--- src/hdl/escsf_pkg.sv ---
`timescale 1ns / 1ps

package escsf_pkg;

    // Field and port widths.
    localparam int unsigned PW_W       = 12;
    localparam int unsigned CNT_W      = 16;
    localparam int unsigned PCT_W      = 16;
    localparam int unsigned CODE_W     = 8;
    localparam int unsigned OP_W       = 2;
    localparam int unsigned MODE_W     = 3;
    localparam int unsigned STAGE_W    = 2;
    localparam int unsigned REQ_W      = 3;
    localparam int unsigned CFG_IDX_W  = 3;
    localparam int unsigned CFG_DATA_W = 16;
    localparam int unsigned S_DATA_W   = 48;
    localparam int unsigned S_USER_W   = 2;
    localparam int unsigned RES_DATA_W = MODE_W + STAGE_W + 2 * PW_W;
    localparam int unsigned M_DATA_W   = 32;

    // Pulse width limits and calibration stage lengths.
    localparam int STEER_MIN_WIDTH = 1000;
    localparam int STEER_MAX_WIDTH = 2000;
    localparam int MOTOR_MIN_WIDTH = 1000;
    localparam int MOTOR_MAX_WIDTH = 2000;
    localparam logic [CNT_W-1:0] FORWARD_TICKS = 16'd100;
    localparam logic [CNT_W-1:0] REVERSE_TICKS = 16'd100;

    // Item kinds.
    localparam logic [OP_W-1:0] OP_TICK     = 2'd0;
    localparam logic [OP_W-1:0] OP_SETPOINT = 2'd1;
    localparam logic [OP_W-1:0] OP_REQUEST  = 2'd2;
    localparam logic [OP_W-1:0] OP_VISION   = 2'd3;

    // Mode machine states.
    localparam logic [MODE_W-1:0] MODE_DISABLED  = 3'd0;
    localparam logic [MODE_W-1:0] MODE_PREENABLE = 3'd1;
    localparam logic [MODE_W-1:0] MODE_ENABLED   = 3'd2;
    localparam logic [MODE_W-1:0] MODE_PRECAL    = 3'd3;
    localparam logic [MODE_W-1:0] MODE_CALIB     = 3'd4;

    // Calibration stages.
    localparam logic [STAGE_W-1:0] STAGE_INACTIVE = 2'd0;
    localparam logic [STAGE_W-1:0] STAGE_FORWARD  = 2'd1;
    localparam logic [STAGE_W-1:0] STAGE_REVERSE  = 2'd2;
    localparam logic [STAGE_W-1:0] STAGE_COMPLETE = 2'd3;

    // Latched request codes (incoming request code plus one).
    localparam logic [REQ_W-1:0] REQ_EMPTY   = 3'd0;
    localparam logic [REQ_W-1:0] REQ_DISABLE = 3'd1;
    localparam logic [REQ_W-1:0] REQ_ENABLE  = 3'd2;
    localparam logic [REQ_W-1:0] REQ_PREPARE = 3'd3;
    localparam logic [REQ_W-1:0] REQ_PERFORM = 3'd4;
    localparam logic [CODE_W-1:0] REQ_CODE_MAX = 8'd3;

    // Configuration register indexes.
    localparam logic [CFG_IDX_W-1:0] CFG_STEER_NEUTRAL  = 3'd0;
    localparam logic [CFG_IDX_W-1:0] CFG_MOTOR_NEUTRAL  = 3'd1;
    localparam logic [CFG_IDX_W-1:0] CFG_STEER_STEP     = 3'd2;
    localparam logic [CFG_IDX_W-1:0] CFG_MOTOR_STEP     = 3'd3;
    localparam logic [CFG_IDX_W-1:0] CFG_NEED_NEUTRAL   = 3'd4;
    localparam logic [CFG_IDX_W-1:0] CFG_TIMEOUT_DIS    = 3'd5;
    localparam logic [CFG_IDX_W-1:0] CFG_VISION_DIS     = 3'd6;
    localparam logic [CFG_IDX_W-1:0] CFG_TIMEOUT_TICKS  = 3'd7;

    // Configuration reset values.
    localparam logic [PW_W-1:0]  NEUTRAL_RESET = 12'd1500;
    localparam logic [PW_W-1:0]  STEP_RESET    = 12'd10;
    localparam logic [CNT_W-1:0] TIMEOUT_RESET = 16'd20;

    // Percent scaling: offset percent in 0..PCT_SPAN, times the width span,
    // divided by PCT_SPAN through an exact reciprocal multiply.
    localparam int PCT_LIMIT = 10000;
    localparam int PCT_SPAN  = 2 * PCT_LIMIT;
    localparam int unsigned POS_W     = 15;
    localparam int unsigned PROD_W    = 26;
    localparam int unsigned DIV_SHIFT = 41;
    localparam int unsigned DIV_MUL_W = 27;
    localparam logic [DIV_MUL_W-1:0] DIV_MUL =
        DIV_MUL_W'(((64'd1 << DIV_SHIFT) + 64'(PCT_SPAN) - 64'd1) / 64'(PCT_SPAN));

    localparam int STEER_SPAN     = STEER_MAX_WIDTH - STEER_MIN_WIDTH;
    localparam bit STEER_DESC     = (STEER_SPAN < 0);
    localparam int STEER_SPAN_ABS = STEER_DESC ? -STEER_SPAN : STEER_SPAN;
    localparam int MOTOR_SPAN     = MOTOR_MAX_WIDTH - MOTOR_MIN_WIDTH;
    localparam bit MOTOR_DESC     = (MOTOR_SPAN < 0);
    localparam int MOTOR_SPAN_ABS = MOTOR_DESC ? -MOTOR_SPAN : MOTOR_SPAN;

    typedef struct packed {
        logic [PW_W-1:0]  steer_neutral_width;
        logic [PW_W-1:0]  motor_neutral_width;
        logic [PW_W-1:0]  steer_slew_step;
        logic [PW_W-1:0]  motor_slew_step;
        logic             need_neutral_to_enable;
        logic             timeout_may_disable;
        logic             vision_may_disable;
        logic [CNT_W-1:0] timeout_ticks;
    } cfg_t;

    typedef struct packed {
        logic [OP_W-1:0]   operation;
        logic [PROD_W-1:0] steer_prod;
        logic [PROD_W-1:0] motor_prod;
        logic [CODE_W-1:0] request_code;
        logic [CODE_W-1:0] vision_code;
    } item_t;

    typedef struct packed {
        logic               from_tick;
        logic [MODE_W-1:0]  mode;
        logic [STAGE_W-1:0] calib_stage;
        logic [PW_W-1:0]    steer_width;
        logic [PW_W-1:0]    motor_width;
    } result_t;

    // Clamp a percent to the legal range and shift it to start at zero.
    function automatic logic [POS_W-1:0] pct_offset(input logic signed [PCT_W-1:0] pct);
        logic [POS_W-1:0] off;
        if (int'(pct) < -PCT_LIMIT) begin
            off = '0;
        end else if (int'(pct) > PCT_LIMIT) begin
            off = POS_W'(PCT_SPAN);
        end else begin
            off = POS_W'(int'(pct) + PCT_LIMIT);
        end
        return off;
    endfunction

    // Exact floor(prod / PCT_SPAN) for every product the scaling can give.
    function automatic logic [PW_W-1:0] div_span(input logic [PROD_W-1:0] prod);
        logic [PROD_W+DIV_MUL_W-1:0] full;
        full = (PROD_W + DIV_MUL_W)'(prod) * (PROD_W + DIV_MUL_W)'(DIV_MUL);
        return full[DIV_SHIFT +: PW_W];
    endfunction

    // Add or subtract the scaled quotient, following the sign of the span.
    function automatic logic [PW_W-1:0] apply_span(input int lo, input bit desc,
                                                  input logic [PW_W-1:0] q);
        logic [PW_W-1:0] w;
        w = desc ? (PW_W'(lo) - q) : (PW_W'(lo) + q);
        return w;
    endfunction

    // Move a command toward its target by at most one step.
    function automatic logic [PW_W-1:0] slew(input logic [PW_W-1:0] cmd,
                                             input logic [PW_W-1:0] tgt,
                                             input logic [PW_W-1:0] step);
        logic            up;
        logic [PW_W-1:0] diff;
        logic [PW_W-1:0] res;
        up   = (tgt > cmd);
        diff = up ? (tgt - cmd) : (cmd - tgt);
        if (diff > step) begin
            res = up ? (cmd + step) : (cmd - step);
        end else begin
            res = tgt;
        end
        return res;
    endfunction

    // Saturating counter increment.
    function automatic logic [CNT_W-1:0] sat_inc(input logic [CNT_W-1:0] v);
        return (v == '1) ? v : (v + CNT_W'(1));
    endfunction

endpackage

--- src/hdl/escsf_cfg.sv ---
`timescale 1ns / 1ps

module escsf_cfg (
    input  logic                             aclk,
    input  logic                             aresetn,
    input  logic                             cfg_valid,
    output logic                             cfg_ready,
    input  logic [escsf_pkg::CFG_IDX_W-1:0]  cfg_index,
    input  logic [escsf_pkg::CFG_DATA_W-1:0] cfg_data,
    output escsf_pkg::cfg_t                  cfg
);
    import escsf_pkg::*;

    cfg_t cfg_reg;
    cfg_t cfg_next;

    // Writes are always taken.
    assign cfg_ready = 1'b1;
    assign cfg       = cfg_reg;

    // Register write decode.
    always_comb begin
        cfg_next = cfg_reg;
        if (cfg_valid) begin
            case (cfg_index)
                CFG_STEER_NEUTRAL: cfg_next.steer_neutral_width    = cfg_data[PW_W-1:0];
                CFG_MOTOR_NEUTRAL: cfg_next.motor_neutral_width    = cfg_data[PW_W-1:0];
                CFG_STEER_STEP:    cfg_next.steer_slew_step        = cfg_data[PW_W-1:0];
                CFG_MOTOR_STEP:    cfg_next.motor_slew_step        = cfg_data[PW_W-1:0];
                CFG_NEED_NEUTRAL:  cfg_next.need_neutral_to_enable = cfg_data[0];
                CFG_TIMEOUT_DIS:   cfg_next.timeout_may_disable    = cfg_data[0];
                CFG_VISION_DIS:    cfg_next.vision_may_disable     = cfg_data[0];
                CFG_TIMEOUT_TICKS: cfg_next.timeout_ticks          = cfg_data[CNT_W-1:0];
                default: ;
            endcase
        end
    end

    always_ff @(posedge aclk) begin
        if (!aresetn) begin
            cfg_reg.steer_neutral_width    <= NEUTRAL_RESET;
            cfg_reg.motor_neutral_width    <= NEUTRAL_RESET;
            cfg_reg.steer_slew_step        <= STEP_RESET;
            cfg_reg.motor_slew_step        <= STEP_RESET;
            cfg_reg.need_neutral_to_enable <= 1'b1;
            cfg_reg.timeout_may_disable    <= 1'b1;
            cfg_reg.vision_may_disable     <= 1'b1;
            cfg_reg.timeout_ticks          <= TIMEOUT_RESET;
        end else begin
            cfg_reg <= cfg_next;
        end
    end

endmodule

--- src/hdl/escsf_front.sv ---
`timescale 1ns / 1ps

module escsf_front (
    input  logic                           aclk,
    input  logic                           aresetn,
    input  logic                           s_tvalid,
    output logic                           s_tready,
    input  logic [escsf_pkg::S_DATA_W-1:0] s_tdata,
    input  logic [escsf_pkg::S_USER_W-1:0] s_tuser,
    input  logic                           advance,
    output escsf_pkg::item_t               item,
    output logic                           item_valid
);
    import escsf_pkg::*;

    logic  valid_reg;
    logic  valid_next;
    item_t item_reg;
    item_t item_next;
    logic  load;

    // The register frees up whenever its item moves on to the core.
    assign s_tready   = !valid_reg || advance;
    assign load       = s_tvalid && s_tready;
    assign item       = item_reg;
    assign item_valid = valid_reg;

    // Clamp and scale both percents on the way in; the division follows later.
    always_comb begin
        item_next.operation    = s_tuser[OP_W-1:0];
        item_next.steer_prod   = PROD_W'(pct_offset(s_tdata[15:0])) * PROD_W'(STEER_SPAN_ABS);
        item_next.motor_prod   = PROD_W'(pct_offset(s_tdata[31:16])) * PROD_W'(MOTOR_SPAN_ABS);
        item_next.request_code = s_tdata[39:32];
        item_next.vision_code  = s_tdata[47:40];
    end

    always_comb begin
        if (load) begin
            valid_next = 1'b1;
        end else if (advance) begin
            valid_next = 1'b0;
        end else begin
            valid_next = valid_reg;
        end
    end

    always_ff @(posedge aclk) begin
        if (!aresetn) begin
            valid_reg <= 1'b0;
        end else begin
            valid_reg <= valid_next;
        end
    end

    always_ff @(posedge aclk) begin
        if (load) begin
            item_reg <= item_next;
        end
    end

endmodule

--- src/hdl/escsf_core.sv ---
`timescale 1ns / 1ps

module escsf_core (
    input  logic                aclk,
    input  logic                aresetn,
    input  logic                fire,
    input  escsf_pkg::item_t    item,
    input  escsf_pkg::cfg_t     cfg,
    output escsf_pkg::result_t  result
);
    import escsf_pkg::*;

    typedef struct packed {
        logic [MODE_W-1:0]  mode;
        logic [STAGE_W-1:0] stage;
        logic [REQ_W-1:0]   pend;
        logic               verr;
        logic [CNT_W-1:0]   motor_idle;
        logic [CNT_W-1:0]   steer_idle;
        logic [CNT_W-1:0]   calib_ticks;
        logic [PW_W-1:0]    steer_target;
        logic [PW_W-1:0]    steer_cmd;
        logic [PW_W-1:0]    motor_target;
        logic [PW_W-1:0]    motor_cmd;
    } state_t;

    state_t          state_reg;
    state_t          state_next;
    logic            disable_req;
    logic            timed_out;
    logic [PW_W-1:0] steer_map;
    logic [PW_W-1:0] motor_map;

    // Set point widths from the scaled products.
    assign steer_map = apply_span(STEER_MIN_WIDTH, STEER_DESC, div_span(item.steer_prod));
    assign motor_map = apply_span(MOTOR_MIN_WIDTH, MOTOR_DESC, div_span(item.motor_prod));

    assign disable_req = (state_reg.pend == REQ_DISABLE);
    assign timed_out   = (state_reg.motor_idle > cfg.timeout_ticks) ||
                         (state_reg.steer_idle > cfg.timeout_ticks);

    // One item's whole update of the state.
    always_comb begin
        state_next = state_reg;
        case (item.operation)
            OP_TICK: begin
                // Mode transitions.
                case (state_reg.mode)
                    MODE_DISABLED: begin
                        if (state_reg.pend == REQ_ENABLE) begin
                            state_next.mode = MODE_PREENABLE;
                        end else if (state_reg.pend == REQ_PREPARE) begin
                            state_next.mode = MODE_PRECAL;
                        end
                    end
                    MODE_PREENABLE: begin
                        if (disable_req) begin
                            state_next.mode = MODE_DISABLED;
                        end else if (!cfg.need_neutral_to_enable ||
                                     state_reg.motor_cmd == cfg.motor_neutral_width) begin
                            state_next.mode = MODE_ENABLED;
                        end
                    end
                    MODE_ENABLED: begin
                        if (disable_req || (cfg.timeout_may_disable && timed_out) ||
                            (cfg.vision_may_disable && state_reg.verr)) begin
                            state_next.mode = MODE_DISABLED;
                        end
                    end
                    MODE_PRECAL: begin
                        if (disable_req) begin
                            state_next.mode = MODE_DISABLED;
                        end else if (state_reg.pend == REQ_PERFORM) begin
                            state_next.mode  = MODE_CALIB;
                            state_next.stage = STAGE_FORWARD;
                        end
                    end
                    default: begin
                        if (disable_req) begin
                            state_next.mode = MODE_DISABLED;
                        end
                        if (state_reg.stage == STAGE_COMPLETE) begin
                            state_next.mode  = MODE_DISABLED;
                            state_next.stage = STAGE_INACTIVE;
                        end
                    end
                endcase

                // Calibration stage advance.
                if (state_next.stage == STAGE_FORWARD &&
                    state_reg.calib_ticks > FORWARD_TICKS) begin
                    state_next.stage       = STAGE_REVERSE;
                    state_next.calib_ticks = '0;
                end else if (state_next.stage == STAGE_REVERSE &&
                             state_reg.calib_ticks > REVERSE_TICKS) begin
                    state_next.stage       = STAGE_COMPLETE;
                    state_next.calib_ticks = '0;
                end

                // Action of the new mode.
                case (state_next.mode)
                    MODE_ENABLED: begin
                        state_next.steer_cmd = slew(state_reg.steer_cmd, state_reg.steer_target,
                                                    cfg.steer_slew_step);
                        state_next.motor_cmd = slew(state_reg.motor_cmd, state_reg.motor_target,
                                                    cfg.motor_slew_step);
                        if (state_next.motor_cmd != cfg.motor_neutral_width) begin
                            state_next.motor_idle = sat_inc(state_reg.motor_idle);
                            state_next.steer_idle = sat_inc(state_reg.steer_idle);
                        end
                        state_next.calib_ticks = '0;
                    end
                    MODE_CALIB: begin
                        state_next.steer_target = cfg.steer_neutral_width;
                        state_next.steer_cmd    = slew(state_reg.steer_cmd,
                                                       cfg.steer_neutral_width,
                                                       cfg.steer_slew_step);
                        if (state_next.stage != STAGE_INACTIVE) begin
                            if (state_next.stage == STAGE_FORWARD) begin
                                state_next.motor_target = PW_W'(MOTOR_MAX_WIDTH);
                            end else if (state_next.stage == STAGE_REVERSE) begin
                                state_next.motor_target = PW_W'(MOTOR_MIN_WIDTH);
                            end else begin
                                state_next.motor_target = cfg.motor_neutral_width;
                            end
                            state_next.motor_cmd = slew(state_reg.motor_cmd,
                                                        state_next.motor_target,
                                                        cfg.motor_slew_step);
                        end
                        state_next.motor_idle  = '0;
                        state_next.steer_idle  = '0;
                        state_next.calib_ticks = sat_inc(state_next.calib_ticks);
                    end
                    default: begin
                        state_next.motor_target = cfg.motor_neutral_width;
                        state_next.motor_cmd    = slew(state_reg.motor_cmd,
                                                       cfg.motor_neutral_width,
                                                       cfg.motor_slew_step);
                        state_next.steer_target = cfg.steer_neutral_width;
                        state_next.steer_cmd    = slew(state_reg.steer_cmd,
                                                       cfg.steer_neutral_width,
                                                       cfg.steer_slew_step);
                        state_next.motor_idle   = '0;
                        state_next.steer_idle   = '0;
                        state_next.calib_ticks  = '0;
                    end
                endcase

                state_next.pend = REQ_EMPTY;
                state_next.verr = 1'b0;
            end
            OP_SETPOINT: begin
                state_next.steer_target = steer_map;
                state_next.motor_target = motor_map;
                state_next.steer_idle   = '0;
                state_next.motor_idle   = '0;
            end
            OP_REQUEST: begin
                // Unknown codes leave the pending request alone.
                if (item.request_code <= REQ_CODE_MAX) begin
                    state_next.pend = REQ_W'(item.request_code) + REQ_W'(1);
                end
            end
            default: begin
                if (item.vision_code != '0) begin
                    state_next.verr = 1'b1;
                end
            end
        endcase
    end

    // The result reports the state after the item.
    always_comb begin
        result.from_tick   = (item.operation == OP_TICK);
        result.mode        = state_next.mode;
        result.calib_stage = state_next.stage;
        result.steer_width = state_next.steer_cmd;
        result.motor_width = state_next.motor_cmd;
    end

    always_ff @(posedge aclk) begin
        if (!aresetn) begin
            state_reg.mode         <= MODE_DISABLED;
            state_reg.stage        <= STAGE_INACTIVE;
            state_reg.pend         <= REQ_EMPTY;
            state_reg.verr         <= 1'b0;
            state_reg.motor_idle   <= '0;
            state_reg.steer_idle   <= '0;
            state_reg.calib_ticks  <= '0;
            state_reg.steer_target <= NEUTRAL_RESET;
            state_reg.steer_cmd    <= NEUTRAL_RESET;
            state_reg.motor_target <= NEUTRAL_RESET;
            state_reg.motor_cmd    <= NEUTRAL_RESET;
        end else if (fire) begin
            state_reg <= state_next;
        end
    end

`ifndef ASSERT_OFF
    // Only ticks move the mode machine.
    a_mode_only_on_tick: assert property (@(posedge aclk) disable iff (!aresetn)
        fire && item.operation != OP_TICK |=> state_reg.mode == $past(state_reg.mode))
        else $error("mode changed on a non-tick item");

    // A tick consumes the latched request and vision error.
    a_tick_clears_latches: assert property (@(posedge aclk) disable iff (!aresetn)
        fire && item.operation == OP_TICK |=> state_reg.pend == REQ_EMPTY && !state_reg.verr)
        else $error("latched request or vision error survived a tick");

    // The calibration counter runs only while calibrating.
    a_calib_count_idle: assert property (@(posedge aclk) disable iff (!aresetn)
        state_reg.mode != MODE_CALIB |-> state_reg.calib_ticks == '0)
        else $error("calibration count nonzero outside calibrate mode");

    // Idle counters run only while enabled.
    a_idle_count_enabled: assert property (@(posedge aclk) disable iff (!aresetn)
        state_reg.mode != MODE_ENABLED |->
            state_reg.motor_idle == '0 && state_reg.steer_idle == '0)
        else $error("idle counters nonzero outside enabled mode");
`endif

endmodule

--- src/hdl/esc_steering_safety_fsm.sv ---
`timescale 1ns / 1ps

// Channel   Ports                          Contents
// s_        tvalid tready tdata[47:0]      item: tuser operation, tdata percents and codes
//           tuser[1:0]
// m_        tvalid tready tdata[31:0]      result: tuser from_tick, tdata mode, stage, widths
//           tuser[0:0]
// cfg_      valid ready index[2:0]         register write, always ready
//           data[15:0]
//
// Every item passes through the update logic; one item is accepted per cycle while
// m_tready stays high. From input transfer to result, an item passes through
// the input register, then the state update that loads the result register.
// aresetn is synchronous: mode disabled, commands and targets at neutral 1500.
// A stalled result holds the result register; the input register still takes
// one more item, after which s_tready follows m_tready.
module esc_steering_safety_fsm (
    input  logic                             aclk,
    input  logic                             aresetn,
    // Input items.
    input  logic                             s_tvalid,
    output logic                             s_tready,
    // [15:0] steer_percent, [31:16] motor_percent, [39:32] request_code,
    // [47:40] vision_code
    input  logic [escsf_pkg::S_DATA_W-1:0]   s_tdata,
    // [1:0] operation
    input  logic [escsf_pkg::S_USER_W-1:0]   s_tuser,
    // Results.
    output logic                             m_tvalid,
    input  logic                             m_tready,
    // [2:0] mode, [4:3] calib_stage, [16:5] steer_width, [28:17] motor_width,
    // [31:29] zero
    output logic [escsf_pkg::M_DATA_W-1:0]   m_tdata,
    // [0] from_tick
    output logic [0:0]                       m_tuser,
    // Configuration writes.
    input  logic                             cfg_valid,
    output logic                             cfg_ready,
    input  logic [escsf_pkg::CFG_IDX_W-1:0]  cfg_index,
    input  logic [escsf_pkg::CFG_DATA_W-1:0] cfg_data
);
    import escsf_pkg::*;

    cfg_t    cfg;
    item_t   item;
    logic    item_valid;
    logic    advance;
    logic    fire;
    result_t result;
    result_t result_reg;
    logic    out_valid_reg;
    logic    out_valid_next;

    // The core moves when the result register is free or being emptied.
    assign advance = !out_valid_reg || m_tready;
    assign fire    = item_valid && advance;

    escsf_cfg u_cfg (
        .aclk      (aclk),
        .aresetn   (aresetn),
        .cfg_valid (cfg_valid),
        .cfg_ready (cfg_ready),
        .cfg_index (cfg_index),
        .cfg_data  (cfg_data),
        .cfg       (cfg)
    );

    escsf_front u_front (
        .aclk       (aclk),
        .aresetn    (aresetn),
        .s_tvalid   (s_tvalid),
        .s_tready   (s_tready),
        .s_tdata    (s_tdata),
        .s_tuser    (s_tuser),
        .advance    (advance),
        .item       (item),
        .item_valid (item_valid)
    );

    escsf_core u_core (
        .aclk    (aclk),
        .aresetn (aresetn),
        .fire    (fire),
        .item    (item),
        .cfg     (cfg),
        .result  (result)
    );

    // Result register.
    always_comb begin
        if (fire) begin
            out_valid_next = 1'b1;
        end else if (m_tready) begin
            out_valid_next = 1'b0;
        end else begin
            out_valid_next = out_valid_reg;
        end
    end

    always_ff @(posedge aclk) begin
        if (!aresetn) begin
            out_valid_reg <= 1'b0;
        end else begin
            out_valid_reg <= out_valid_next;
        end
    end

    always_ff @(posedge aclk) begin
        if (fire) begin
            result_reg <= result;
        end
    end

    assign m_tvalid   = out_valid_reg;
    assign m_tuser[0] = result_reg.from_tick;
    assign m_tdata    = {{(M_DATA_W - RES_DATA_W){1'b0}},
                         result_reg.motor_width, result_reg.steer_width,
                         result_reg.calib_stage, result_reg.mode};

`ifndef ASSERT_OFF
    // Every item the core takes shows up as a pending result next cycle.
    a_fire_fills_output: assert property (@(posedge aclk) disable iff (!aresetn)
        fire |=> out_valid_reg)
        else $error("processed item did not reach the result register");
`endif

endmodule

--- config.mk ---
export PLATFORM = sky130hd
export DESIGN_NAME = esc_steering_safety_fsm
export DESIGN_NICKNAME = d
export VERILOG_FILES = /design/src/hdl/escsf_pkg.sv /design/src/hdl/escsf_cfg.sv /design/src/hdl/escsf_front.sv /design/src/hdl/escsf_core.sv /design/src/hdl/esc_steering_safety_fsm.sv
export SDC_FILE = /design/constraint.sdc
export NUM_CORES = 2
export LEC_CHECK = 0
export ABC_CLOCK_PERIOD_IN_PS = 9730
export BUFFER_PORTS_ARGS = -buffer_cell sky130_fd_sc_hd__buf_2
export CORE_AREA = 4 4 351 353
export DETAILED_ROUTE_END_ITERATION = 7
export DIE_AREA = 0 0 355 357
export HOLD_SLACK_MARGIN = 0.1
export PLACE_DENSITY_LB_ADDON = 0.15
export SYNTH_ARGS = -nofsm -noshare
export SYNTH_HDL_FRONTEND = slang
export SYNTH_SLANG_ARGS = --single-unit
--- constraint.sdc ---
create_clock -name aclk -period 9.73 [get_ports aclk]
set_input_delay 0.4865 -clock aclk [delete_from_list [all_inputs] [get_ports aclk]]
set_output_delay 0.4865 -clock aclk [all_outputs]
set_load 0.05 [all_outputs]
==> results by group <==
Setup path
  – CP required: 10.20 ns
  – Worst path most repeated cell: fa_1
  – Worst Path Buf+Inv: 6
  – Cell at the slowest stage of the critical path: fa_1
  – Crit Path Class: reg -> reg
  – Crit path DAT: between 8 and 9 ns
  – Crit-path max cell delay: 0.63 ns
  – Setup crit start kind: flop
  – Crit Path Max Fanout: 6
  – Crit. End Element: flop
  – CP top delay family: adder cells

Run
  – Max-cap violations: 0

Synth
  – Synth Area in Adders: 46.3%
  – Register area share after synthesis: a little over an eighth
  – Post-Syn Area: about 0.048 sq mm
  – Number of synthesized flops with an enable pin: 92
  – Post-Synthesis Cells: between 5k and 6k
  – Most used flip-flop cell after synthesis: dfxtp_1
  – Seq cells post-synth: 266
  – Synth warnings: 0
  – Mean Syn Cell Area: 8.96 sq um
  – Post-synthesis cell type count: 98
  – Post-synth ARST share: 0%
  – Post-synthesis compound-gate area fraction: 14.1%
  – Largest family of logic cells by synthesized area: adder cells
  – Mux cell area share after synthesis: 2.54%
  – Simple-Gate Fraction of Synth Area: 10.4%
  – XOR/XNOR Fraction of Synth Area: under 10%

Global routing
  – First-pass GRT wire length: ~230000 um
  – Antenna violations before repair: 0
  – Number of global-route vias before repair: 38.0k
  – Grt total ovfl: 0
  – Tot GR Track Use: 23.2%
  – Largest net degree at the start of global routing: 76

Floorplan
  – Chip Height: 357 um
  – Initial Util: 39.8%
  – Die area: roughly 0.13 sq mm
  – Core area: ~0.12 sq mm
  – DIE WIDTH: roughly 360 um
  – Number of core rows: ~130
  – IO Count: 110

Cells and area
  – Core Util, Final: 42.9%
  – Layout cell share with drive strength beyond 1: 5.25%
  – Layout Cells excl Fill: 7027
  – Fin nets: between 6k and 7k
  – Layout area overhead: 7.79%
  – Max reg flops: 105
  – Layout filler cell count: 12.1k

Detailed routing
  – Avg WL per Cell: between 20 and 25 um
  – Vias: roughly 37k
  – TritonRoute pass-1 iters: 5
  – # DRC: 0
  – Via/cell ratio: 5.24
  – Initial detailed-routing violation count: 2424
  – Post-route ant nets: 0
  – Total Routed Length: between 100000 and 150000 um

Placement
  – Post-DP HPWL: 122000 um
  – Gpl congestion: 0.942
  – Port bufs: between 100 and 150
  – DP Cell Count: 6939

Clock tree
  – Worst-case clock buffer depth: 3
  – Postcts setup bufs: 0
  – CTS clk-pin slew, worst paths: 0.06 ns
  – CTS sink cnt: 266
  – H-tree levels: 2
  – Clock Root Buffer: clkbuf_16
  – Num CTS Buffers: 36
  – CTS tree: yes
  – Later-pin clock latency in the skew report: 0.60 ns
  – CTS resizes: 0

Outcome
  – Status: complete, no violations

STA
  – Hold Vio Cnt, Final: 0
  – Final Max Tran Viols: 0
  – Sum Neg Setup Slack: 0 ns
  – Slew Limit Headroom: 19.6%
  – Clock skew: 0.0355 ns
  – Worst Max-Slew Pin Slew: 1.20 ns
  – Unrepaired setup endpoints after global routing: false
  – Hold Slack: 0.147 ns
  – Fin crit period: between 8 and 9 ns
  – Final setup violation count: 0
  – Fmax: ~120 MHz
  – Final cycle utilization of the critical path: 84.9%

Worst hold path
  – Worst min-delay path class: in -> reg
## synth_stat cells, drive strengths merged (33+ instances only)
| cell type | number | area share (%) |
|---|---|---|
| inv | 1099 | 8.7 |
| ha | 811 | 21 |
| fa | 596 | 25 |
| a21oi | 358 | 3.8 |
| nand2 | 346 | 2.7 |
| nor2 | 238 | 1.9 |
| o21ai | 200 | 2.1 |
| dfxtp | 174 | 7.3 |
| xnor2 | 143 | 2.6 |
| clkbuf | 111 | 0.87 |
| a21o | 106 | 1.7 |
| edfxtp | 92 | 5.8 |
| nand3 | 86 | 0.91 |
| mux2i | 84 | 1.8 |
| nor3 | 69 | 0.74 |
| xor2 | 59 | 1.1 |
| o211ai | 56 | 0.88 |
| nand4 | 47 | 0.63 |
| a211oi | 46 | 0.72 |
| nand2b | 43 | 0.56 |
| nor2b | 42 | 0.55 |
| and3 | 39 | 0.51 |
| mux2 | 33 | 0.78 |
| o22ai | 33 | 0.43 |
## what timing repair did
item | in CTS | in global routing
endpoints found under the setup margin | 0 | 0
hold endpoints to repair | 20 | 0
hold buffers | 20 | 0
## worst paths after layout
check,from,end,slack (ns),cells after the start
worst max-delay path,u_front.item[61],u_core.state_reg[46],1.47,27
worst min-delay path,cfg_data[15],u_cfg.cfg[15],0.15,3
worst max register to register,u_front.item[61],u_core.state_reg[46],1.47,27
worst min register to register,u_cfg.cfg[11],u_cfg.cfg[11],0.45,2
## kinds of logic (layout without fill, tap and decap cells)
kind of cell             after synthesis  in the layout
buffers and inverters               1240           1329
flip-flops                           266            266
XOR/XNOR                             202            202
AO/OA/AOI/OAI                       1052           1052
other                                  2              6
adder cells (fa/ha/maj)             1407           1407
multiplexers                         117            117
AND/OR/NAND/NOR                     1036           1036
## worst min-delay path, stage by stage
cell     delay (ns)
buf_2          0.10
nand2_1        0.05
a21oi_1        0.05
## layout make-up
cell class / instances / area, sq um / share of cell area, %
Sequential cell: 266 / 6250 / 12.2
Clock inverter: 24 / 248 / 0.482
Multi-Input combinational cell: 3818 / 36800 / 71.6
Tap cell: 1612 / 2020 / 3.93
Clock buffer: 42 / 945 / 1.84
Inverter: 1099 / 4130 / 8.03
Timing Repair Buffer: 164 / 1020 / 1.99
Antenna cell: 2 / 5.00 / 0.00974
## per-stage QoR
step / area, sq um / setup WS, ns
after floorplan: 47700 / 2.24
after global placement: 50000 / 1.63
after detailed placement: 50000 / 1.58
after CTS: 51400 / 1.50
after global routing: 51400 / 1.02
final: 51400 / 1.47
## cell usage in the layout, fill, tap and decap left out, drive strengths merged, types with 92 or more instances in the layout
| cell type | synthesis | layout |
|---|---|---|
| inv | 1099 | 1100 |
| ha | 811 | 811 |
| fa | 596 | 596 |
| a21oi | 358 | 358 |
| nand2 | 346 | 346 |
| nor2 | 238 | 238 |
| o21ai | 200 | 200 |
| dfxtp | 174 | 174 |
| buf | 30 | 144 |
| xnor2 | 143 | 143 |
| a21o | 106 | 106 |
| edfxtp | 92 | 92 |
## metal layers
metal | share of wire, % | vias up | track usage [%]
li1 | - | 17800 | -
met1 | 46 | 17900 | 32.2
met2 | 44 | 860 | 36.7
met3 | 6.4 | 193 | 4.48
met4 | 3.4 | 0 | 6.70
met5 | 0 | - | 0
Power is not shown: default switching activity piles up to over one toggle a cycle in this logic, so the estimate is an artifact.
